===== config.mk =====
export PLATFORM = sky130hd
export DESIGN_NAME = rcw_fifo
export DESIGN_NICKNAME = d
export VERILOG_FILES = /design/src/hw/rtl/raycast_wall_column_setup_top_macros.svh /design/src/hw/rtl/rcw_fifo.sv
export SDC_FILE = /design/constraint.sdc
export NUM_CORES = 1
export LEC_CHECK = 0
export ABC_AREA = 1
export BUFFER_PORTS_ARGS = -buffer_cell sky130_fd_sc_hd__buf_2
export CAP_MARGIN = 25
export CORE_MARGIN = 1
export CORE_UTILIZATION = 40
export CTS_BUF_LIST = sky130_fd_sc_hd__clkbuf_2 sky130_fd_sc_hd__clkbuf_4 sky130_fd_sc_hd__clkbuf_8
export DETAILED_ROUTE_END_ITERATION = 16
export GPL_TIMING_DRIVEN = 0
export MAX_ROUTING_LAYER = met4
export PLACE_DENSITY = 0.58
export SLEW_MARGIN = 0
export SYNTH_ARGS = -nofsm -noshare
export SYNTH_HDL_FRONTEND = slang
export SYNTH_SLANG_ARGS = --single-unit

===== constraint.sdc =====
create_clock -name clk -period 2.25 [get_ports clk]
set_clock_uncertainty 0.2 [all_clocks]
set_input_delay 0.675 -clock clk [delete_from_list [all_inputs] [get_ports clk]]
set_output_delay 0.675 -clock clk [all_outputs]
set_load 0.005 [all_outputs]

===== src/hw/rtl/raycast_wall_column_setup_top_macros.svh =====
// assertion macros for the wall column setup block
// used by the top level only
`ifndef RAYCAST_WALL_COLUMN_SETUP_TOP_MACROS_SVH
`define RAYCAST_WALL_COLUMN_SETUP_TOP_MACROS_SVH
`define RCW_ASSERT_IMP(label, clk, rst_n, a, c) \
	label: assert property (@(posedge clk) disable iff (!rst_n) (a) |-> (c)) \
		else $error("assertion failed");
`define RCW_ASSERT_NXT(label, clk, rst_n, a, c) \
	label: assert property (@(posedge clk) disable iff (!rst_n) (a) |=> (c)) \
		else $error("assertion failed");
`endif


===== src/hw/rtl/rcw_fifo.sv =====
// short queue between front and back
// depends on nothing
module rcw_fifo #(
	parameter int W = 8,
	parameter int DEPTH = 4
) (
	input  logic         clk,
	input  logic         arst_n,
	input  logic         in_valid,
	output logic         in_ready,
	input  logic [W-1:0] in_data,
	output logic         out_valid,
	input  logic         out_ready,
	output logic [W-1:0] out_data
);
	localparam int AW = $clog2(DEPTH);
	logic [W-1:0]  mem_q [DEPTH];
	logic [AW-1:0] wp_q, rp_q;
	logic [AW:0]   cnt_q;
	logic          wr, rd;

	assign in_ready = cnt_q != (AW+1)'(DEPTH);
	assign out_valid = cnt_q != '0;
	assign out_data = mem_q[rp_q];
	assign wr = in_valid && in_ready;
	assign rd = out_valid && out_ready;

	always_ff @(posedge clk or negedge arst_n) begin
		if (!arst_n) begin
			wp_q <= '0;
			rp_q <= '0;
			cnt_q <= '0;
		end else begin
			if (wr) wp_q <= (wp_q == AW'(DEPTH-1)) ? '0 : wp_q + 1'b1;
			if (rd) rp_q <= (rp_q == AW'(DEPTH-1)) ? '0 : rp_q + 1'b1;
			cnt_q <= cnt_q + (AW+1)'(wr) - (AW+1)'(rd);
		end
	end

	always_ff @(posedge clk) begin
		if (wr) mem_q[wp_q] <= in_data;
	end
endmodule


---- After elaboration in Yosys (flattened, before gate mapping) ----
Memories as Yosys holds them, arrays and structs flattened.
Cells that the tools add are included.
word-level totals
  output and inout bits ................... 10
  bits in latches ......................... 0
  flip-flop bits (word level) ............. 7
  memory bits (read-only) ................. 0
  memories ................................ 1
  bits in writable memories ............... 32
  word-level logic and storage cells ...... 18
  bits of input ports ..................... 12
operators by class
  add/sub/neg operators ................... 4
  $mul .................................... 0
  reductions and logical operators ........ 3
  shifts and indexed selects .............. 0
  bitwise gates (word level) .............. 0
  div/mod/pow operators ................... 0
  equality and inequality tests ........... 3
  muxes and demuxes ....................... 4
  magnitude comparators ................... 0
memory list
  name   depth  bits a word  rd ports  clocked after memory_dff  wr ports  RTL line        source
  mem_q  4      8            1         0                         1         rcw_fifo.sv:17  logic [W-1:0] mem_q [DEPTH];
operator list
  kind                                          number
  adder 2 x 1 -> 2 bit, second input constant   2
  == test 2 bit, second input constant          2
  2-to-1 mux 2 bit                              2
  adder 3 x 1 -> 3 bit                          1
  inequality test 3 bit, second input constant  1
  nonzero test 3 bit                            1
  subtractor 3 x 1 -> 3 bit                     1
  logical AND 1 bit                             2
  2-to-1 mux 1 bit                              2

---- Longest topological paths before layout ----
  word-level depth ........................ 4
  mapped depth ............................ 12
  depth with buffers taken out ............ 12

---- Least setup slack after synthesis ----
Ideal clock, no wire load.
  path kind ............................... register to register
  start ................................... register cnt_q[1]
  end ..................................... register cnt_q[1]
  buffers on the path ..................... 0
  data arrival time ....................... 1,765 ps
  setup slack ............................. 171 ps
  cell stages (with the launch flop) ...... 11
  setup time .............................. 114 ps
  period minus slack after synthesis ...... 2,079 ps
  data required time ...................... 1,936 ps
  cells stage by stage .................... dfrtp_1 > nor2_4 > nand2_2 > nand2_2 > inv_1 > ha_1 > inv_1 > ha_1 > inv_1 > fa_1 > inv_1
on the way
  elaborated cells on any way between the ends .. 6
  classes of those cells .................. 2 x add/sub; 1 x eq/ne; 3 x reduce/logical
RTL lines
  element                    RTL line        source
  from (decl)                rcw_fifo.sv:19  logic [AW:0] cnt_q;
  from (signal assigned)     rcw_fifo.sv:36  cnt_q <= cnt_q + (AW+1)'(wr) - (AW+1)'(rd);
  nonzero test 3 bit         rcw_fifo.sv:23  assign out_valid = cnt_q != '0;
  net out_valid              rcw_fifo.sv:12  output logic out_valid,
  logical AND 1 bit          rcw_fifo.sv:26  assign rd = out_valid && out_ready;
  net rd                     rcw_fifo.sv:20  logic wr, rd;
  subtractor 3 x 1 -> 3 bit  rcw_fifo.sv:36
The timed path passes the listed nets, and every way through them passes these cells.
A chain may end at the register's enable or synchronous reset.

---- Worst setup path after layout ----
  start ................................... register rp_q[0]
  end ..................................... output port out_data[7]
on the way
  longest elaborated chain between the ends .. 1
RTL lines
  element                  RTL line        source
  from (decl)              rcw_fifo.sv:18  logic [AW-1:0] wp_q, rp_q;
  from (signal assigned)   rcw_fifo.sv:35  if (rd) rp_q <= (rp_q == AW'(DEPTH-1)) ? '0 : rp_q + 1'b1;
  memory read (4 x 8 bit)  n/a
  to (decl)                rcw_fifo.sv:14  output logic [W-1:0] out_data
No other way between the ends.

==> key figures <==
Route
  – Routed vias/inst: 4.68
  – Pre-antenna DRT Iters: 4
  – Routed WL: 3.23 mm
  – Post-route DRC: 0
  – Mean routed wirelength per cell: 13.7 µm
  – Post-route ant nets: 0
  – Via count: 1100
  – DR iter-0 viols: 67

Yosys
  – FF+latch count, synth: 39
  – Syn avg cell area: 11.9 µm²
  – Synthesis warning total: 0
  – Mapped Cells: 149
  – Synthesized Nets: 169
  – Share of the synthesized area in the top cell type: 54.4%
  – Netlist cell types: 15
  – Mapped Area: 1770 µm²
  – Register area share after synthesis: 64.3%
  – Area leader, netlist: edfxtp_1
  – Synth top area cells: edfxtp_1 54%, dfrtp_1 9.9%, nand2_1 7.4%

Setup path
  – Worst EP arrival: 1.36 ns
  – Worst setup SP type: flop
  – CP endpoint: out_data[7]
  – Crit path cell chain: buf_6, buf_6, o211ai_1, nand2_1, buf_2
  – Critical Path End Type: output pin
  – Worst-path maximum fanout: 10
  – Kind of critical path: reg -> out
  – Worst Path Required: 1.37 ns
  – CP max-delay cell: dfrtp_1
  – FF-to-FF End: cnt_q[2]$_DFF_PN0_
  – Critical R2R Launch: cnt_q[1]$_DFF_PN0_
  – Slowest stage delay, CP: 0.39 ns
  – Crit path top cell by count: buf_6
  – R2R setup slack: 0.11 ns
  – R2R cell count: 11
  – Critical path launch point: rp_q[0]$_DFFE_PN0P_

Global route
  – Pin count of the biggest net entering global routing: 14
  – Wire length of the first global-routing pass: 5.07 mm
  – Initial antenna violation count: 0
  – Global route overflow: 0
  – Vias in the first global route: 1057
  – GRT Util Overall: 16.7%

Cells and area
  – Fin nets: 204
  – Layout cell share with drive strength beyond 1: 25.9%
  – Fill count: 382
  – Final Non-Filler Cells: 235
  – Number of diodes: 0
  – Area grow syn2layout: 21.7%
  – Final Util: 52.2%

Timing
  – Tmin final: 2.23 ns
  – Least-Margin Pin Slew: 0.857 ns
  – Final setup viols: 0
  – Max-slew violation count: 0
  – Slew HR: 42.6%
  – Period utilisation layout: 99.1%
  – RSZ-0062 raised after global routing: true
  – Setup TNS: 0 ns
  – Fmax: 0.448 GHz
  – Final Hold Viols: 0

Power
  – Leakage: 0.950 nW
  – Worst IR Drop VDD: 0.466 mV
  – Overall power: 2.91 mW
  – PwrDens: 1350 nW/µm²

Flow run
  – MaxCap Viol Count: 0

Placement
  – IO buf count: 21
  – Post-DP HPWL: 2.15 mm
  – GPL Wtd Cong: 0.766
  – Dpl cells: 220

Die
  – Core area: 4120 µm²
  – Initial Util: 42.9%
  – Die area: 4690 µm²
  – Row cnt: 23
  – IO Count: 22
  – Die Y: 68.5 µm
  – Die Width: 68.5 µm

CTS
  – CTS tree: built
  – CTS Hold Buffers Added: 0
  – Htree depth: 2
  – Number of buffers created by CTS: 5
  – Clock transition at the registers of the reported paths: 0.08 ns
  – Root Buffer: clkbuf_8
  – Clk Latency, worst-skew pair: 0.29 ns
  – Longest Clk Path Bufs: 2
  – Number of clock sinks: 39

Worst hold path
  – HP Class: in -> async

Outcome
  – Status: completed
-- cell families after synthesis --
group	after synthesis	synth area share, %
adders and majority gates	8	6.09
AOI/OAI and AO/OA	16	6.80
xor gates and xnor gates	2	0.992
buffers and inverters	34	9.35
DFF	39	64.3
and+or+nand+nor	50	12.5
-- sequential cells by signal (all words and copies together), names as in the netlist --
register,flops
mem_q,32
cnt_q,3
rp_q,2
wp_q,2
-- layout by cell type, fill, tap and decap left out --
| master | netlist | layout |
|---|---|---|
| nand2_1 | 35 | 35 |
| edfxtp_1 | 32 | 32 |
| inv_1 | 29 | 28 |
| buf_2 | 0 | 21 |
| o211ai_1 | 16 | 16 |
| ha_1 | 7 | 7 |
| nor2_1 | 6 | 6 |
| dfrtp_1 | 7 | 6 |
| buf_4 | 0 | 6 |
| clkbuf_8 | 0 | 5 |
| buf_6 | 5 | 4 |
| nand3_1 | 4 | 4 |
| clkinvlp_4 | 0 | 2 |
| nand2_2 | 2 | 2 |
| nand2_4 | 2 | 2 |
| bufinv_16 | 0 | 2 |
| buf_8 | 0 | 1 |
| nor2_4 | 1 | 1 |
| xor2_1 | 1 | 1 |
| xnor2_1 | 1 | 1 |
| fa_1 | 1 | 1 |
| clkbuf_16 | 0 | 1 |
| dfrtp_2 | 0 | 1 |
-- critical path, delay by kind of cell, from the launching register on --
family                 cells  cell delay, ns
buffers and inverters      3            0.41
AO/OA/AOI/OAI              1            0.17
AND/OR/NAND/NOR            1            0.09
flip-flops                 1            0.39
-- synth_stat cells, drive strengths merged --
master,count
buf,5
dfrtp,7
edfxtp,32
fa,1
ha,7
inv,29
nand2,39
nand3,4
nor2,7
o211ai,16
xnor2,1
xor2,1
-- timing repair --
action	in CTS	in global routing
gates cloned	0	1
pin swaps	2	14
setup buffers	2	4
endpoints found under the setup margin	8	10
gates resized for setup	1	2
-- power breakdown --
part,switching [mW],internal (mW)
Clock,0.248,0.442
Combinational,0.616,0.526
Sequential,0.0986,0.976
Total,0.962,1.94
-- area by class of cell --
class	instances	area (µm²)	area share, %
clock buffer	5	68.8	3.20
timing repair buffer	28	175	8.15
tap	50	62.6	2.91
buffer	5	60.1	2.79
multi-input combinational	76	465	21.7
clock inverter	3	67.6	3.14
sequential	39	1140	52.9
inverter	29	113	5.24
-- worst min-delay path by stage --
stage / endpoint / cells past startpoint / slack [ns] / startpoint
final: rp_q[1]$_DFFE_PN0P_ / 1 / 0.009 / arst_n
after global routing: rp_q[1]$_DFFE_PN0P_ / 1 / 0.003 / arst_n
after CTS: rp_q[0]$_DFFE_PN0P_ / 1 / 0.009 / arst_n
after detailed placement: cnt_q[0]$_DFF_PN0_ / 1 / 0.33 / arst_n
after global placement: wp_q[1]$_DFFE_PN0P_ / 2 / 0.31 / wp_q[1]$_DFFE_PN0P_
after floorplan: cnt_q[0]$_DFF_PN0_ / 0 / 0.18 / arst_n
-- stage by stage --
stage	setup WS [ns]	instance area, µm²	hold slack, ns
2_1_floorplan	0.171	1770	0.179
3_3_place_gp	0.0418	1930	0.314
3_5_place_dp	-0.0160	1930	0.328
4_1_cts	0.00123	2090	0.00858
5_1_grt	-0.0665	2150	0.00321
6_report	0.0193	2150	0.00948
-- routing by layer --
| metal | vias up | track usage [%] | part of all wire [%] |
|---|---|---|---|
| li1 | 559 | - | - |
| met1 | 516 | 18.0 | 43 |
| met2 | 20 | 27.9 | 52 |
| met3 | 5 | 6.00 | 3.6 |
| met4 | 0 | 6.25 | 1.4 |
| met5 | - | - | 0 |
Note: power is estimated with default switching activity, not from simulation.
