### src/hw/rtl/raycast_wall_column_setup_top_macros.svh
// assertion macros for the wall column setup block
// used by the top level only
`ifndef RAYCAST_WALL_COLUMN_SETUP_TOP_MACROS_SVH
`define RAYCAST_WALL_COLUMN_SETUP_TOP_MACROS_SVH
`define RCW_ASSERT_IMP(label, clk, rst_n, a, c) \
	label: assert property (@(posedge clk) disable iff (!rst_n) (a) |-> (c)) \
		else $error("assertion failed");
`define RCW_ASSERT_NXT(label, clk, rst_n, a, c) \
	label: assert property (@(posedge clk) disable iff (!rst_n) (a) |=> (c)) \
		else $error("assertion failed");
`endif

### src/hw/rtl/rcw_pkg.sv
// shared types and constants for the wall column setup block
// no dependencies
package rcw_pkg;
	localparam int SCREEN_ROWS_DEF = 512;
	localparam int DIV_STAGES = 17;
	localparam logic [12:0] TEX_W_RESET = 13'd64;
	localparam logic [12:0] TEX_W_MAX = 13'd4096;
	localparam logic [0:0] REG_TEX_W = 1'b0;

	typedef struct packed {
		logic        hit_side;
		logic [30:0] side_dist_x;
		logic [30:0] side_dist_y;
		logic [30:0] delta_dist_x;
		logic [30:0] delta_dist_y;
		logic [31:0] ray_dir_x;
		logic [31:0] ray_dir_y;
		logic [30:0] player_x;
		logic [30:0] player_y;
	} ray_t;

	typedef struct packed {
		logic [31:0] perp_distance;
		logic [15:0] line_height;
		logic [9:0]  draw_start;
		logic [9:0]  draw_end;
		logic [11:0] texture_column;
	} slice_t;

	// classified item handed from front to back
	typedef struct packed {
		logic [31:0] perp;
		logic        pos_ok;
		logic [31:0] frac;
		logic [12:0] width;
		logic        mirror;
	} job_t;
endpackage

### src/hw/rtl/rcw_front.sv
// front: distance, hit fraction and mirror decision, two stages
// depends on rcw_pkg
module rcw_front (
	input  logic            clk,
	input  logic            arst_n,
	input  logic [12:0]     tex_w,
	input  logic            in_valid,
	output logic            in_ready,
	input  rcw_pkg::ray_t   in_data,
	output logic            out_valid,
	input  logic            out_ready,
	output rcw_pkg::job_t   out_data
);
	import rcw_pkg::*;

	logic        v_s1, v_s2;
	logic        adv1, adv2;
	logic [31:0] perp_s1;
	logic [31:0] dir_s1;
	logic [30:0] pos_s1;
	logic [12:0] w_s1;
	logic        mir_s1;
	logic [31:0] perp_c;
	logic [12:0] w_c;
	logic [63:0] prod_s2;
	job_t        job_s2;
	logic [31:0] frac_c;

	assign adv2 = !v_s2 || out_ready;
	assign adv1 = !v_s1 || adv2;
	assign in_ready = adv1;

	assign perp_c = in_data.hit_side ?
		({1'b0, in_data.side_dist_y} - {1'b0, in_data.delta_dist_y}) :
		({1'b0, in_data.side_dist_x} - {1'b0, in_data.delta_dist_x});
	assign w_c = (tex_w == 13'd0) ? 13'd1 : ((tex_w > TEX_W_MAX) ? TEX_W_MAX : tex_w);

	always_ff @(posedge clk or negedge arst_n) begin
		if (!arst_n) begin
			v_s1 <= 1'b0;
			v_s2 <= 1'b0;
		end else begin
			if (adv1) v_s1 <= in_valid;
			if (adv2) v_s2 <= v_s1;
		end
	end

	always_ff @(posedge clk) begin
		if (adv1 && in_valid) begin
			perp_s1 <= perp_c;
			dir_s1 <= in_data.hit_side ? in_data.ray_dir_x : in_data.ray_dir_y;
			pos_s1 <= in_data.hit_side ? in_data.player_x : in_data.player_y;
			w_s1 <= w_c;
			mir_s1 <= in_data.hit_side ? in_data.ray_dir_y[31] :
				(!in_data.ray_dir_x[31] && (in_data.ray_dir_x != 32'd0));
		end
		if (adv2 && v_s1) begin
			prod_s2 <= $signed(perp_s1) * $signed(dir_s1);
			job_s2.perp <= perp_s1;
			job_s2.pos_ok <= !perp_s1[31] && (perp_s1 != 32'd0);
			job_s2.frac <= {pos_s1[15:0], 16'd0};
			job_s2.width <= w_s1;
			job_s2.mirror <= mir_s1;
		end
	end

	// fraction low 32 bits, then scaled by width in the back
	assign frac_c = prod_s2[31:0] + job_s2.frac;
	always_comb begin
		out_data = job_s2;
		out_data.frac = frac_c;
	end
	assign out_valid = v_s2;
endmodule

### config.mk
export PLATFORM = sky130hd
export DESIGN_NAME = rcw_front
export DESIGN_NICKNAME = d
export VERILOG_FILES = /design/src/hw/rtl/raycast_wall_column_setup_top_macros.svh /design/src/hw/rtl/rcw_pkg.sv /design/src/hw/rtl/rcw_front.sv
export SDC_FILE = /design/constraint.sdc
export NUM_CORES = 2
export LEC_CHECK = 0
export BUFFER_PORTS_ARGS = -buffer_cell sky130_fd_sc_hd__buf_2
export CORE_AREA = 10 10 234 236
export CTS_BUF_LIST = sky130_fd_sc_hd__clkbuf_4
export DETAILED_ROUTE_END_ITERATION = 6
export DIE_AREA = 0 0 244 246
export PLACE_DENSITY_LB_ADDON = 0.25
export SETUP_SLACK_MARGIN = 0.05
export SYNTH_ARGS = -nofsm -noshare
export SYNTH_HDL_FRONTEND = slang
export SYNTH_SLANG_ARGS = --single-unit
### constraint.sdc
create_clock -name clk -period 7.4 [get_ports clk]
set_clock_uncertainty 0.1 [all_clocks]
set_input_delay 0.37 -clock clk [delete_from_list [all_inputs] [get_ports clk]]
set_output_delay 0.37 -clock clk [all_outputs]
set_load 0.1 [all_outputs]
* Yosys cells after proc, flatten, opt, wreduce, memory -nomap -nowiden
Index checks and enable logic that the tools add are counted.
** Word-level totals
- Bits in latches :: 0
- Memories kept :: 0
- Logic and storage cells :: 38
- Memory bits (read-only) :: 0
- Register bits :: 191
- Bits in writable memories :: 0
- Output and inout bits :: 81
** Operators by class
- Div/mod/pow operators :: 0
- $lt $le $gt $ge :: 1
- Equal/unequal tests :: 0
- Multipliers :: 1
- Bitwise operators :: 0
- Muxes and demuxes :: 5
- $add $sub $neg :: 3
- Reduce and logical (&&, ||, !) cells :: 14
- Shifts and indexed selects :: 0
** Operators with widths (count)
- $mux W32 :: 2
- $reduce_bool A32 Y1 :: 2
- $sub A31 B31 Y32 :: 2
- $add A32 B32 Y32 :: 1
- $mul A32 B32 Y32 :: 1
- $mux W16 :: 1
- $gt A13 B13 Y1 const B :: 1
- $logic_not A13 Y1 :: 1
- $mux W13 :: 1
- $logic_and A1 B1 Y1 :: 4
- $logic_not A1 Y1 :: 4
- $logic_or A1 B1 Y1 :: 2
- $reduce_or A2 Y1 :: 1
- $mux W1 :: 1

* Depth between registers and ports, before layout
- Depth after elaboration :: 4
- Gate-level depth with buffers :: 28

* Worst setup path before layout
OpenSTA, ideal clock, no wires.
- Path type :: flip-flop to flip-flop
- Start point :: reg dir_s1[2]
- End point :: reg prod_s2[31], data pin
- Arrival time :: 6.859 ns
- Library setup time :: 0.266 ns
- Path buffers :: 2
- Setup slack :: 0.175 ns
- Cell stages (with the launch flop) :: 25
- Cell sequence :: edfxtp_1 > clkbuf_1 > clkbuf_1 > and2_1 > fa_1 > fa_1 > inv_1 > fa_1 > fa_1 > inv_1 > fa_1 > inv_1 > fa_1 > inv_1 > fa_1 > fa_1 > ha_1 > and3_1 > nand4_1 > o21ai_1 > o31ai_1 > o21ai_0 > a2111oi_0 > o41ai_1 > xnor2_1
** On the way
- Longest elaborated chain between the ends :: 1
** RTL lines
- start, declared :: RTL line rcw_front.sv:19 : logic [31:0] dir_s1;
- start signal, assigned :: RTL line rcw_front.sv:51 : dir_s1 <= in_data.hit_side ? in_data.ray_dir_x : in_data.ray_dir_y;
- $mul A32 B32 Y32 :: RTL line rcw_front.sv:58 : prod_s2 <= $signed(perp_s1) * $signed(dir_s1);
- end signal, assigned :: RTL line rcw_front.sv:58
- end, declared :: RTL line rcw_front.sv:25 : logic [63:0] prod_s2;
Every way passes these cells.
A chain may end at the register's enable or synchronous reset.

* Final worst setup path
- Start point :: reg dir_s1[7]
- End point :: reg prod_s2[30], data pin
The elaborated chain is that of the path after synthesis.

==> summary.md <==
| Metric | Value |
|---|---|
| CTS sink cnt | 191 |
| Routability Congestion | 0.9844 |
| Die height | 246 microns |
| Fillers | 4016 |
| Vias in the first global route | 23000 |
| Seq. cell area | 0.005725 sq mm |
| Final #Nets | 4159 |
| Synthesized area | 0.02760 sq mm |
| Highest Clock Rate | 138.9 MHz |
| CTS Root Cell | clkbuf_4 |
| Row cnt | 82 |
| Synth Warn # | 0 |
| Die W | 244 microns |
| Relative slew slack | 0.4900 |
| Commonest non-fill, non-tap cell in the layout | inv_1 |
| Max-slew violations | 0 |
| PortBufs | 318 |
| Core ar. | 0.04986 sq mm |
| Worst Path Required | 7.80 ns |
| Layout area overhead | 17.47% |
| Slew @ Worst Pin | 0.7650 ns |
| Via count | 21100 |
| Run status | finished, final reports clean |
| Clock Latency Late Sink | 0.79 ns |
| Synthesis-stage register bit count | 191 |
| First-pass GRT wire length | 123600 microns |
| Most frequent cells in the layout | inv_1, fa_1, and2_1 |
| TritonRoute pass-1 iters | 6 |
| CP arrival | 7.60 ns |
| Crit start category | register |
| Final worst path period share | 0.9729 |
| Max clock buf depth | 2 |
| Top_reg_cell synth | edfxtp_1 |
| Final Util | 0.6503 |
| Hold_ws | 0.1112 ns |
| Ports | 349 |
| Final Hold Vio Count | 0 |
| Critical path capture point type | register |
| Largest net degree at the start of global routing | 63 |
| Initial core utilization | 0.5535 |
| Antenna violations before repair | 6 |
| Worst-path maximum fanout | 8 |
| Final ANT Viol Nets | 0 |
| Sequential-to-total area share from yosys stat | 0.2074 |
| Avg WL per Cell | 19.82 microns |
| GRT Residual Overflow | 0 |
| DRC | 0 |
| Distinct cells, synth | 66 |
| Post-route minimum period | 7.199 ns |
| Avg Inst Size Synth | 9.854 sq um |
| DIE AREA | 0.06002 sq mm |
| Dpl cells | 3744 |
| GRT Total Usage | 0.2630 |
| Clk slew on worst S/H paths | 0.17 ns |
| Setup-failing EPs final | 0 |
| Drt initial violations | 1200 |
| Hold WC Path Type | input pin to register |
| Drt total wl | 78180 microns |
| CTS tree | done |
| Final std cells w/o fill | 3944 |
| Post-synth ARST share | 0.01047 |
| Post-synth EDFFs | 189 |
| Syn Nets | 3707 |
| Multi-input logic area | 0.01934 sq mm |
| CTS Buf Count | 17 |
| Syn Inst Count | 2801 |
| RSZ-0062 raised after global routing | yes |
| Setup TNS | 0 ns |
| Crit Path Class | register to register |
| H-tree depth | 4 |
| DR vias/cell | 5.349 |
| Detail Placement HPWL | 61560 microns |
| Max Cap Viol | 0 |
| Share of cells above drive strength 1 | 0.1914 |
-- kinds of logic after synthesis --
logic type	Yosys count	share of synthesized area
and+or+nand+nor	807	0.1543
buffers and inverters	692	0.1027
adders and majority gates	638	0.4010
AOI/OAI and AO/OA	279	0.06813
DFF	191	0.2074
xor gates and xnor gates	134	0.04252
muxes	60	0.02398
-- flip-flops by register name, summed over array words and instances, names as in the netlist --
signal     count
job_s2        16
dir_s1        32
perp_s1       32
out_data      47
prod_s2       32
mir_s1         1
out_valid      1
v_s1           1
pos_s1        16
w_s1          13
-- metal layers --
metal,up-vias,track usage,part of all wire,routed length [microns]
met5,-,0,0,0
met4,0,0.1070,0.038,2968
met3,146,0.04804,0.062,4884
met2,746,0.4555,0.50,38770
met1,10500,0.3196,0.40,31560
li1,9709,-,-,-
-- worst max-delay path, stage by stage, from the launching register on --
cell and delay, ns:
edfxtp_1 0.45, buf_4 0.17, buf_4 0.16, buf_4 0.19, and2_1 0.18, fa_1 0.54, fa_1 0.46, fa_1 0.51
inv_1 0.06, fa_1 0.49, inv_1 0.06, fa_1 0.49, fa_1 0.57, fa_1 0.44, fa_1 0.54, ha_4 0.23
a21oi_2 0.16, nor2b_1 0.08, a31oi_1 0.20, o31ai_2 0.12, o41a_1 0.40, a21o_1 0.18, a21oi_2 0.12, xnor2_1 0.07
-- synthesized netlist by cell type, types with 38 or more instances --
| cell | count | share of area |
|---|---|---|
| buf_4 | 63 | 0.017 |
| xnor2_1 | 94 | 0.030 |
| edfxtp_1 | 189 | 0.21 |
| a21o_1 | 38 | 0.010 |
| o21ai_0 | 52 | 0.0094 |
| clkbuf_1 | 106 | 0.014 |
| ha_1 | 227 | 0.10 |
| nor2_1 | 59 | 0.0080 |
| a21oi_1 | 68 | 0.012 |
| fa_1 | 411 | 0.30 |
| inv_1 | 521 | 0.071 |
| and2_1 | 333 | 0.075 |
| xor2_1 | 40 | 0.013 |
| mux2_2 | 49 | 0.020 |
| nand2_1 | 243 | 0.033 |
-- final timing paths --
path                                 startpoint                     to  slack, ns  depth (start not counted)
max reg2reg                 dir_s1[7]$_DFFE_PP_  prod_s2[30]$_DFFE_PP_       0.20                         23
min reg2reg                pos_s1[12]$_DFFE_PP_   job_s2[42]$_DFFE_PP_       0.27                          0
min                                in_data[246]  perp_s1[27]$_DFFE_PP_       0.11                          4
max                         dir_s1[7]$_DFFE_PP_  prod_s2[30]$_DFFE_PP_       0.20                         23
min in group asynchronous                arst_n       v_s1$_DFFE_PN0N_       0.41                          3
max in group asynchronous                arst_n  out_valid$_DFFE_PN0P_       6.65                          3
-- layout make-up --
class | count | share of cell area
well taps | 672 | 0.02593
diodes | 6 | 0.0004631
clock inverters | 15 | 0.005865
clock buffers | 17 | 0.003936
multi-input cells | 1918 | 0.5966
inverters | 521 | 0.06031
repair buffers | 604 | 0.1303
flip-flops and latches | 191 | 0.1766
-- repair_timing --
item / 4_1_cts / 5_1_grt
buffers inserted: 0 / 27
setup endpoints to repair: 3 / 4
hold buffers: 134 / 0
endpoints found under the hold margin: 69 / 0
pin swaps: 1 / 52
gates cloned: 0 / 1
resized for setup: 5 / 77
-- per-stage QoR --
step | instance area (sq um) | worst slack, ns
final | 32420 | 0.2006
after global placement | 30190 | 0.02148
after floorplan | 27600 | 0.1746
after global routing | 32420 | -0.06275
after CTS | 31870 | 0.04209
after detailed placement | 30190 | -0.1452
Power is not shown: default switching activity piles up to over one toggle a cycle in this logic, so the estimate is an artifact.
