===== config.mk =====
export PLATFORM = sky130hd
export DESIGN_NAME = rcw_back
export DESIGN_NICKNAME = d
export VERILOG_FILES = /design/src/hw/rtl/raycast_wall_column_setup_top_macros.svh /design/src/hw/rtl/rcw_pkg.sv /design/src/hw/rtl/rcw_back.sv
export SDC_FILE = /design/constraint.sdc
export NUM_CORES = 2
export LEC_CHECK = 0
export ABC_AREA = 1
export BUFFER_PORTS_ARGS = -buffer_cell sky130_fd_sc_hd__clkbuf_2
export CAP_MARGIN = 30
export CORE_ASPECT_RATIO = 2
export CORE_UTILIZATION = 50
export DETAILED_ROUTE_END_ITERATION = 12
export GPL_TIMING_DRIVEN = 0
export PLACE_DENSITY = 0.68
export SKIP_LAST_GASP = 1
export SLEW_MARGIN = 20
export SYNTH_ARGS = -nofsm -noshare
export SYNTH_HDL_FRONTEND = slang
export SYNTH_SLANG_ARGS = --single-unit

===== constraint.sdc =====
create_clock -name clk -period 59.5 [get_ports clk]
set_clock_uncertainty 0.15 [all_clocks]
set_input_delay 5.95 -clock clk [delete_from_list [all_inputs] [get_ports clk]]
set_output_delay 5.95 -clock clk [all_outputs]
set_load 0.01 [all_outputs]

===== src/hw/rtl/raycast_wall_column_setup_top_macros.svh =====
// assertion macros for the wall column setup block
// used by the top level only
`ifndef RAYCAST_WALL_COLUMN_SETUP_TOP_MACROS_SVH
`define RAYCAST_WALL_COLUMN_SETUP_TOP_MACROS_SVH
`define RCW_ASSERT_IMP(label, clk, rst_n, a, c) \
	label: assert property (@(posedge clk) disable iff (!rst_n) (a) |-> (c)) \
		else $error("assertion failed");
`define RCW_ASSERT_NXT(label, clk, rst_n, a, c) \
	label: assert property (@(posedge clk) disable iff (!rst_n) (a) |=> (c)) \
		else $error("assertion failed");
`endif


===== src/hw/rtl/rcw_pkg.sv =====
// shared types and constants for the wall column setup block
// no dependencies
package rcw_pkg;
	localparam int SCREEN_ROWS_DEF = 512;
	localparam int DIV_STAGES = 17;
	localparam logic [12:0] TEX_W_RESET = 13'd64;
	localparam logic [12:0] TEX_W_MAX = 13'd4096;
	localparam logic [0:0] REG_TEX_W = 1'b0;

	typedef struct packed {
		logic        hit_side;
		logic [30:0] side_dist_x;
		logic [30:0] side_dist_y;
		logic [30:0] delta_dist_x;
		logic [30:0] delta_dist_y;
		logic [31:0] ray_dir_x;
		logic [31:0] ray_dir_y;
		logic [30:0] player_x;
		logic [30:0] player_y;
	} ray_t;

	typedef struct packed {
		logic [31:0] perp_distance;
		logic [15:0] line_height;
		logic [9:0]  draw_start;
		logic [9:0]  draw_end;
		logic [11:0] texture_column;
	} slice_t;

	// classified item handed from front to back
	typedef struct packed {
		logic [31:0] perp;
		logic        pos_ok;
		logic [31:0] frac;
		logic [12:0] width;
		logic        mirror;
	} job_t;
endpackage


===== src/hw/rtl/rcw_back.sv =====
// back: pipelined restoring divider for the height, clamps and texel column
// depends on rcw_pkg
module rcw_back #(
	parameter int SCREEN_ROWS = rcw_pkg::SCREEN_ROWS_DEF
) (
	input  logic           clk,
	input  logic           arst_n,
	input  logic           in_valid,
	output logic           in_ready,
	input  rcw_pkg::job_t  in_data,
	output logic           out_valid,
	input  logic           out_ready,
	output rcw_pkg::slice_t out_data
);
	import rcw_pkg::*;

	// quotient of SCREEN_ROWS<<16 by perp saturates once >= 2^16,
	// so only 17 quotient bits are needed
	localparam int NB = DIV_STAGES;
	localparam logic [9:0] HALF = 10'(SCREEN_ROWS / 2);
	localparam logic [9:0] LAST = 10'(SCREEN_ROWS - 1);
	localparam logic [47:0] DIVIDEND = 48'(SCREEN_ROWS) << 16;

	logic          adv;
	logic          v_q [NB+1];
	logic [47:0]   rem_q [NB+1];
	logic [16:0]   quo_q [NB+1];
	logic [31:0]   dvs_q [NB+1];
	logic          pos_q [NB+1];
	logic [31:0]   perp_q [NB+1];
	logic [11:0]   col_q [NB+1];
	logic [44:0]   colp_s1;
	logic [12:0]   w_s1;
	logic          mir_s1;
	logic [11:0]   col_c;
	logic [15:0]   h;
	logic [9:0]    hh;
	slice_t        res_q;
	logic          rv_q;

	assign adv = !rv_q || out_ready;
	assign in_ready = adv;

	// stage 0 : scaled column product
	always_ff @(posedge clk) begin
		if (adv) begin
			colp_s1 <= in_data.frac * 45'(in_data.width);
			w_s1 <= in_data.width;
			mir_s1 <= in_data.mirror;
			rem_q[0] <= DIVIDEND;
			quo_q[0] <= '0;
			dvs_q[0] <= in_data.perp;
			pos_q[0] <= in_data.pos_ok;
			perp_q[0] <= in_data.perp;
		end
	end
	assign col_c = mir_s1 ? 12'(w_s1 - 13'(colp_s1[44:32]) - 13'd1) : colp_s1[43:32];

	always_comb begin
		col_q[0] = col_c;
	end

	always_ff @(posedge clk or negedge arst_n) begin
		if (!arst_n) begin
			for (int i = 0; i <= NB; i++) v_q[i] <= 1'b0;
			rv_q <= 1'b0;
		end else if (adv) begin
			v_q[0] <= in_valid;
			for (int i = 1; i <= NB; i++) v_q[i] <= v_q[i-1];
			rv_q <= v_q[NB];
		end
	end

	genvar g;
	generate
		for (g = 0; g < NB; g++) begin : g_div
			logic [47:0] trial;
			logic        ge;
			assign trial = {16'd0, dvs_q[g]} << (NB - 1 - g);
			assign ge = rem_q[g] >= trial;
			always_ff @(posedge clk) begin
				if (adv) begin
					rem_q[g+1] <= ge ? rem_q[g] - trial : rem_q[g];
					quo_q[g+1] <= {quo_q[g][15:0], ge};
					dvs_q[g+1] <= dvs_q[g];
					pos_q[g+1] <= pos_q[g];
					perp_q[g+1] <= perp_q[g];
					col_q[g+1] <= col_q[g];
				end
			end
		end
	endgenerate

	assign h = (!pos_q[NB] || quo_q[NB][16]) ? 16'hFFFF : quo_q[NB][15:0];
	assign hh = (h[15:1] > 15'(HALF)) ? HALF : 10'(h[15:1]);

	always_ff @(posedge clk) begin
		if (adv) begin
			res_q.perp_distance <= perp_q[NB];
			res_q.line_height <= h;
			res_q.draw_start <= HALF - hh;
			res_q.draw_end <= ({1'b0, h[15:1]} + 16'(HALF) >= 16'(SCREEN_ROWS)) ?
				LAST : 10'(h[15:1] + 15'(HALF));
			res_q.texture_column <= col_q[NB];
		end
	end

	assign out_valid = rv_q;
	assign out_data = res_q;
endmodule


==> results.txt, run 1 <==
----------------------------------------------------
[Synth]
  Sequential share of the synthesized area ... 0.445
  Library cell with the largest summed area after synthesis ... sky130_fd_sc_hd__edfxtp_1
  Number of enable-type register cells in the synthesized netlist ... 1688
  Cell area after synthesis ... roughly 120000 µm²
  Cell with the most instances after synthesis ... sky130_fd_sc_hd__nand2_1
  Number of instances in the synthesized netlist ... about 14k
  Flip-flop and latch count after synthesis ... 1707
  Portion of synthesized cell area occupied by the leading cell type ... 0.441
  Prevailing post-synth register cell ... sky130_fd_sc_hd__edfxtp_1
  Share of flip-flops with an asynchronous set or reset ... 0.0111
  Yosys cell types ... 63
  Post-synthesis area per instance ... between 8 and 9 µm²
  Synth cell count leaders ... 4737 x sky130_fd_sc_hd__nand2_1, 2353 x sky130_fd_sc_hd__inv_1, 1688 x sky130_fd_sc_hd__edfxtp_1
  YS warnings ... 0
  Leading cell types by total area after synthesis ... sky130_fd_sc_hd__edfxtp_1 44%, sky130_fd_sc_hd__nand2_1 15%, sky130_fd_sc_hd__inv_1 7.7%

[Global route]
  Overall track demand over capacity in global routing ... 0.817
  Largest net degree at the start of global routing ... 64
  Via count of the first global-routing pass ... ~150k
  Overall overflow remaining after global route ... about 13k
  Wire length of the first global-routing pass ... approximately 1400000 µm

[Die]
  Number of rows created at floorplan ... 248
  Width of the die ... approximately 340 µm
  Y dimension of the die ... 680 µm
  Count of boundary I/O pins ... between 150 and 200
  Starting Density ... 0.504

[Status]
  Err ... [ERROR GRT-0116] Global routing finished with congestion. Check the congestion regions in the DRC Viewer.
  Failed at ... global routing (5_1_grt)
  Run status ... aborted with a tool error

[Clock tree]
  Number of CTS-inserted buffers ... ~170
  Quantity of hold-fixing buffers added after cts ... 0
  Resize count post-CTS ... 0
  Post-CTS Repair Setup Buffers ... 0
  Clock root cell ... sky130_fd_sc_hd__clkbuf_16
  H-tree level count ... 4
  Buffer depth of the longest clock path ... 4
  Clk sink count ... 1707

[Place]
  Detail Placement HPWL ... about 550000 µm
  Routability Congestion ... around 1.3
  IO buf count ... 164
  Place WS ... 44.45 ns

----------------------------------------------------
==> per-layer routing <==
layer / global-route usage / GRT overflow
met2: 1.15 / 11000
met1: 0.730 / 131
met5: 0.201 / 13
met4: 0.872 / 2122
met3: 0.549 / 145
==> through the flow <==
stage	instances	cell area (µm²)	hold slack (ns)
CTS	17600	127000	0.192
floorplan	14100	115000	0.250
detailed placement	17300	121000	0.255
global placement	17200	120000	0.250
==> kinds of logic after synthesis <==
family / Yosys count / synth area share
AND/OR/NAND/NOR: 7156 / 0.254
adder cells (fa/ha/maj): 953 / 0.126
multiplexers: 17 / 0.00166
other: 1 / 0.0000326
XOR/XNOR: 276 / 0.0210
buffers and inverters: 2550 / 0.0865
flip-flops: 1707 / 0.445
AO/OA/AOI/OAI: 1399 / 0.0658
==> run 2, diff against run 1 <==
--- a/config.mk
+++ b/config.mk
@@ -8,11 +8,10 @@
 export ABC_AREA = 1
 export BUFFER_PORTS_ARGS = -buffer_cell sky130_fd_sc_hd__clkbuf_2
 export CAP_MARGIN = 30
-export CORE_ASPECT_RATIO = 2
-export CORE_UTILIZATION = 50
+export CORE_UTILIZATION = 35
 export DETAILED_ROUTE_END_ITERATION = 12
 export GPL_TIMING_DRIVEN = 0
-export PLACE_DENSITY = 0.68
+export PLACE_DENSITY_LB_ADDON = 0.15
 export SKIP_LAST_GASP = 1
 export SLEW_MARGIN = 20
 export SYNTH_ARGS = -nofsm -noshare
==> constraint.sdc (replaced) <==
create_clock -name clk -period 77.4 [get_ports clk]
set_clock_uncertainty 0.15 [all_clocks]
set_input_delay 7.74 -clock clk [delete_from_list [all_inputs] [get_ports clk]]
set_output_delay 7.74 -clock clk [all_outputs]
set_load 0.01 [all_outputs]
==> run 2 against run 1 <==
Compared with the run above:
- synthesized cell count unchanged
- synthesized area unchanged
- the run now ends clean
==> results.txt, run 2 <==
----------------------------------------------------
[Die]
  Starting Density ... 0.352 (was 0.504)
  Number of rows created at floorplan ... 210 (was 248)
  Count of boundary I/O pins ... 165 (unchanged)
  Y dimension of the die ... 575 µm (was 680 µm)
  Floorplan core area ... roughly 330000 µm²
  Area of the die ... ~330000 µm²
  Width of the die ... 575 µm (was 341 µm)

[Synth]
  Post-synthesis area per instance ... 8.18 µm² (unchanged)
  Share of flip-flops with an asynchronous set or reset ... 0.0111 (unchanged)
  Sequential share of the synthesized area ... 0.445 (unchanged)
  Leading cell types by total area after synthesis ... sky130_fd_sc_hd__edfxtp_1 44%, sky130_fd_sc_hd__nand2_1 15%, sky130_fd_sc_hd__inv_1 7.7% (unchanged)
  Cell with the most instances after synthesis ... sky130_fd_sc_hd__nand2_1 (unchanged)
  Library cell with the largest summed area after synthesis ... sky130_fd_sc_hd__edfxtp_1 (unchanged)
  Yosys cell types ... 63 (unchanged)
  Synth cell count leaders ... 4737 x sky130_fd_sc_hd__nand2_1, 2353 x sky130_fd_sc_hd__inv_1, 1688 x sky130_fd_sc_hd__edfxtp_1 (unchanged)
  Number of enable-type register cells in the synthesized netlist ... 1688 (unchanged)
  Cell area after synthesis ... 115000 µm² (unchanged)
  Portion of synthesized cell area occupied by the leading cell type ... 0.441 (unchanged)
  Number of instances in the synthesized netlist ... 14.1k (unchanged)
  YS warnings ... 0 (unchanged)
  Prevailing post-synth register cell ... sky130_fd_sc_hd__edfxtp_1 (unchanged)
  Flip-flop and latch count after synthesis ... 1707 (unchanged)

[Finish]
  Final layout net count ... 15.5k
  Most common cell after layout, fill and taps aside ... sky130_fd_sc_hd__nand2_1
  Largest register FFs ... 632
  Area delta synth->final ... 12.0%
  Layout cell share with drive strength beyond 1 ... 0.0520
  Final instance count without filler cells ... about 19k
  Largest registers ranked by flip-flop count ... rem_q x632, perp_q x512, col_q x204
  Commonest cells after routing, fill and taps aside ... 4737 x sky130_fd_sc_hd__nand2_1, 2353 x sky130_fd_sc_hd__inv_1, 1688 x sky130_fd_sc_hd__edfxtp_1
  Register with the highest flop count ... rem_q

[Routing]
  Detailed router's first-iteration violation count ... just under 8k
  Average vias per placed instance ... between 4 and 5
  Antenna-violating nets left ... 0
  Total via count after detailed routing ... 93.4k
  Average wire per standard cell ... just over 20 µm
  Wire length after detailed routing ... between 300000 and 400000 µm
  Total iterations of the first detailed-routing run ... 6
  DRC Markers ... 0

[Clock tree]
  Buffer depth of the longest clock path ... 4 (unchanged)
  Clock root cell ... sky130_fd_sc_hd__clkbuf_16 (unchanged)
  Resize count post-CTS ... 0 (unchanged)
  Clock edge transition at the registers on the reported setup and hold paths ... 0.05 ns
  H-tree level count ... 4 (unchanged)
  Number of CTS-inserted buffers ... 201 (was 167)
  Quantity of hold-fixing buffers added after cts ... 0 (unchanged)
  Clock tree from TritonCTS ... built
  Clk sink count ... 1707 (unchanged)
  Worst skew pair latency ... 0.93 ns
  Post-CTS Repair Setup Buffers ... 0 (unchanged)

[Global route]
  Via count of the first global-routing pass ... approximately 91k
  Number of antenna violations at the first check in global routing ... 11
  Largest net degree at the start of global routing ... 56
  Overall overflow remaining after global route ... 0
  Wire length of the first global-routing pass ... approximately 570000 µm
  Overall track demand over capacity in global routing ... 0.229

[Worst setup path]
  CP Launch Type ... input pin
  Signal arrival time at the worst endpoint ... between 10 and 15 ns
  Critical Path RT ... just under 70 ns
  Type of the worst setup path ... input pin to output pin
  Maximum net fanout on the critical path ... 49
  CP endpoint kind ... output pin

[Timing]
  Max Fclk ... around 54 MHz
  Final Critical Period ... about 19 ns
  RSZ-0062 raised after global routing ... false
  Final Max Tran Viols ... 0
  Final Setup Violations ... 0
  Post-route fraction of the period consumed by the critical path ... 0.240
  Hold violation total from the final report ... 0
  Worst slew margin relative to its limit ... 0.358
  Slew at the pin with the worst max-slew slack ... ~0.96 ns

[Status]
  Run status ... completed (was aborted with a tool error)

[Place]
  Routability Congestion ... 0.953 (was 1.30)
  Detail Placement HPWL ... 318000 µm (was 547000 µm)
  IO buf count ... 164 (unchanged)
  Number of cells in the design after placement ... 18.6k (was 17.3k)

[Min path]
  Worst hold path class ... register to register

[Run]
  Reported max-cap violation count ... 0

----------------------------------------------------
## run 2: cell counts after synthesis
Identical to the previous run, type by type.
## run 2: critical path, cell delays in order
cell and delay (ns):
sky130_fd_sc_hd__clkbuf_2 0.07, sky130_fd_sc_hd__inv_1 0.03, sky130_fd_sc_hd__nand2_1 0.10, sky130_fd_sc_hd__clkbuf_4 0.38, sky130_fd_sc_hd__buf_12 0.29, sky130_fd_sc_hd__buf_12 0.27, sky130_fd_sc_hd__buf_16 0.27, sky130_fd_sc_hd__buf_16 0.29
sky130_fd_sc_hd__buf_12 0.29, sky130_fd_sc_hd__buf_16 0.27, sky130_fd_sc_hd__buf_16 0.29, sky130_fd_sc_hd__clkbuf_2 0.19
## run 2: worst paths after layout
path                            start           end  slack (ns)  cells after the start
max                         out_ready      in_ready       58.81                     12
min reg2reg                col_q[118]    col_q[106]        0.20                      0
min in group asynchronous      arst_n        v_q[8]        6.64                      1
max reg2reg                 out_valid  perp_q[3][8]       73.54                     10
max in group asynchronous      arst_n        v_q[1]       70.13                      1
min                        col_q[118]    col_q[106]        0.20                      0
## run 2: final cells by class
cell class	instances	area (µm²)
clock inverter	119	1350
inverter	2365	8880
multi-input combinational	9813	54000
tap	4346	5440
fill	34100	198000
sequential	1707	51200
timing repair buffer	202	1770
clock buffer	235	5220
buffer	185	1080
antenna	4	10.0
## run 2: logic make-up (layout without fill, tap and decap cells)
logic type | after synthesis | after routing | synth area share
and+or+nand+nor | 7156 | 7156 | 0.254
buffers and inverters | 2550 | 3106 | 0.0865
DFF | 1707 | 1707 | 0.445
AOI/OAI and AO/OA | 1399 | 1399 | 0.0658
adders and majority gates | 953 | 953 | 0.126
xor gates and xnor gates | 276 | 276 | 0.0210
muxes | 17 | 17 | 0.00166
other | 1 | 16 | 0.0000326
## run 2: per-stage QoR
step | TNS, ns | worst slack [ns] | hold WS (ns) | utilization | area [µm²]
after floorplan | 0 | 15.95 | 0.250 | - | 115000
after global placement | -289.63 | -11.73 | 0.250 | 0.371 | 121000
after detailed placement | 0 | 58.78 | 0.255 | 0.374 | 122000
after CTS | 0 | 58.76 | 0.213 | 0.394 | 129000
after global routing | 0 | 58.57 | 0.213 | 0.394 | 129000
final | 0 | 58.81 | 0.198 | 0.394 | 129000
## run 2: routing by layer
layer  GRT usage  share of wire  up-vias
met5           0              0        -
met3      0.0240          0.054      498
met1       0.322           0.46    44100
met4      0.0656          0.030        0
met2       0.372           0.45     2590
li1            -              -    46200
Power of run 2 is left out: the tool's default activity adds up to more than one toggle a clock period on the data nets, which glitch-free logic cannot reach.
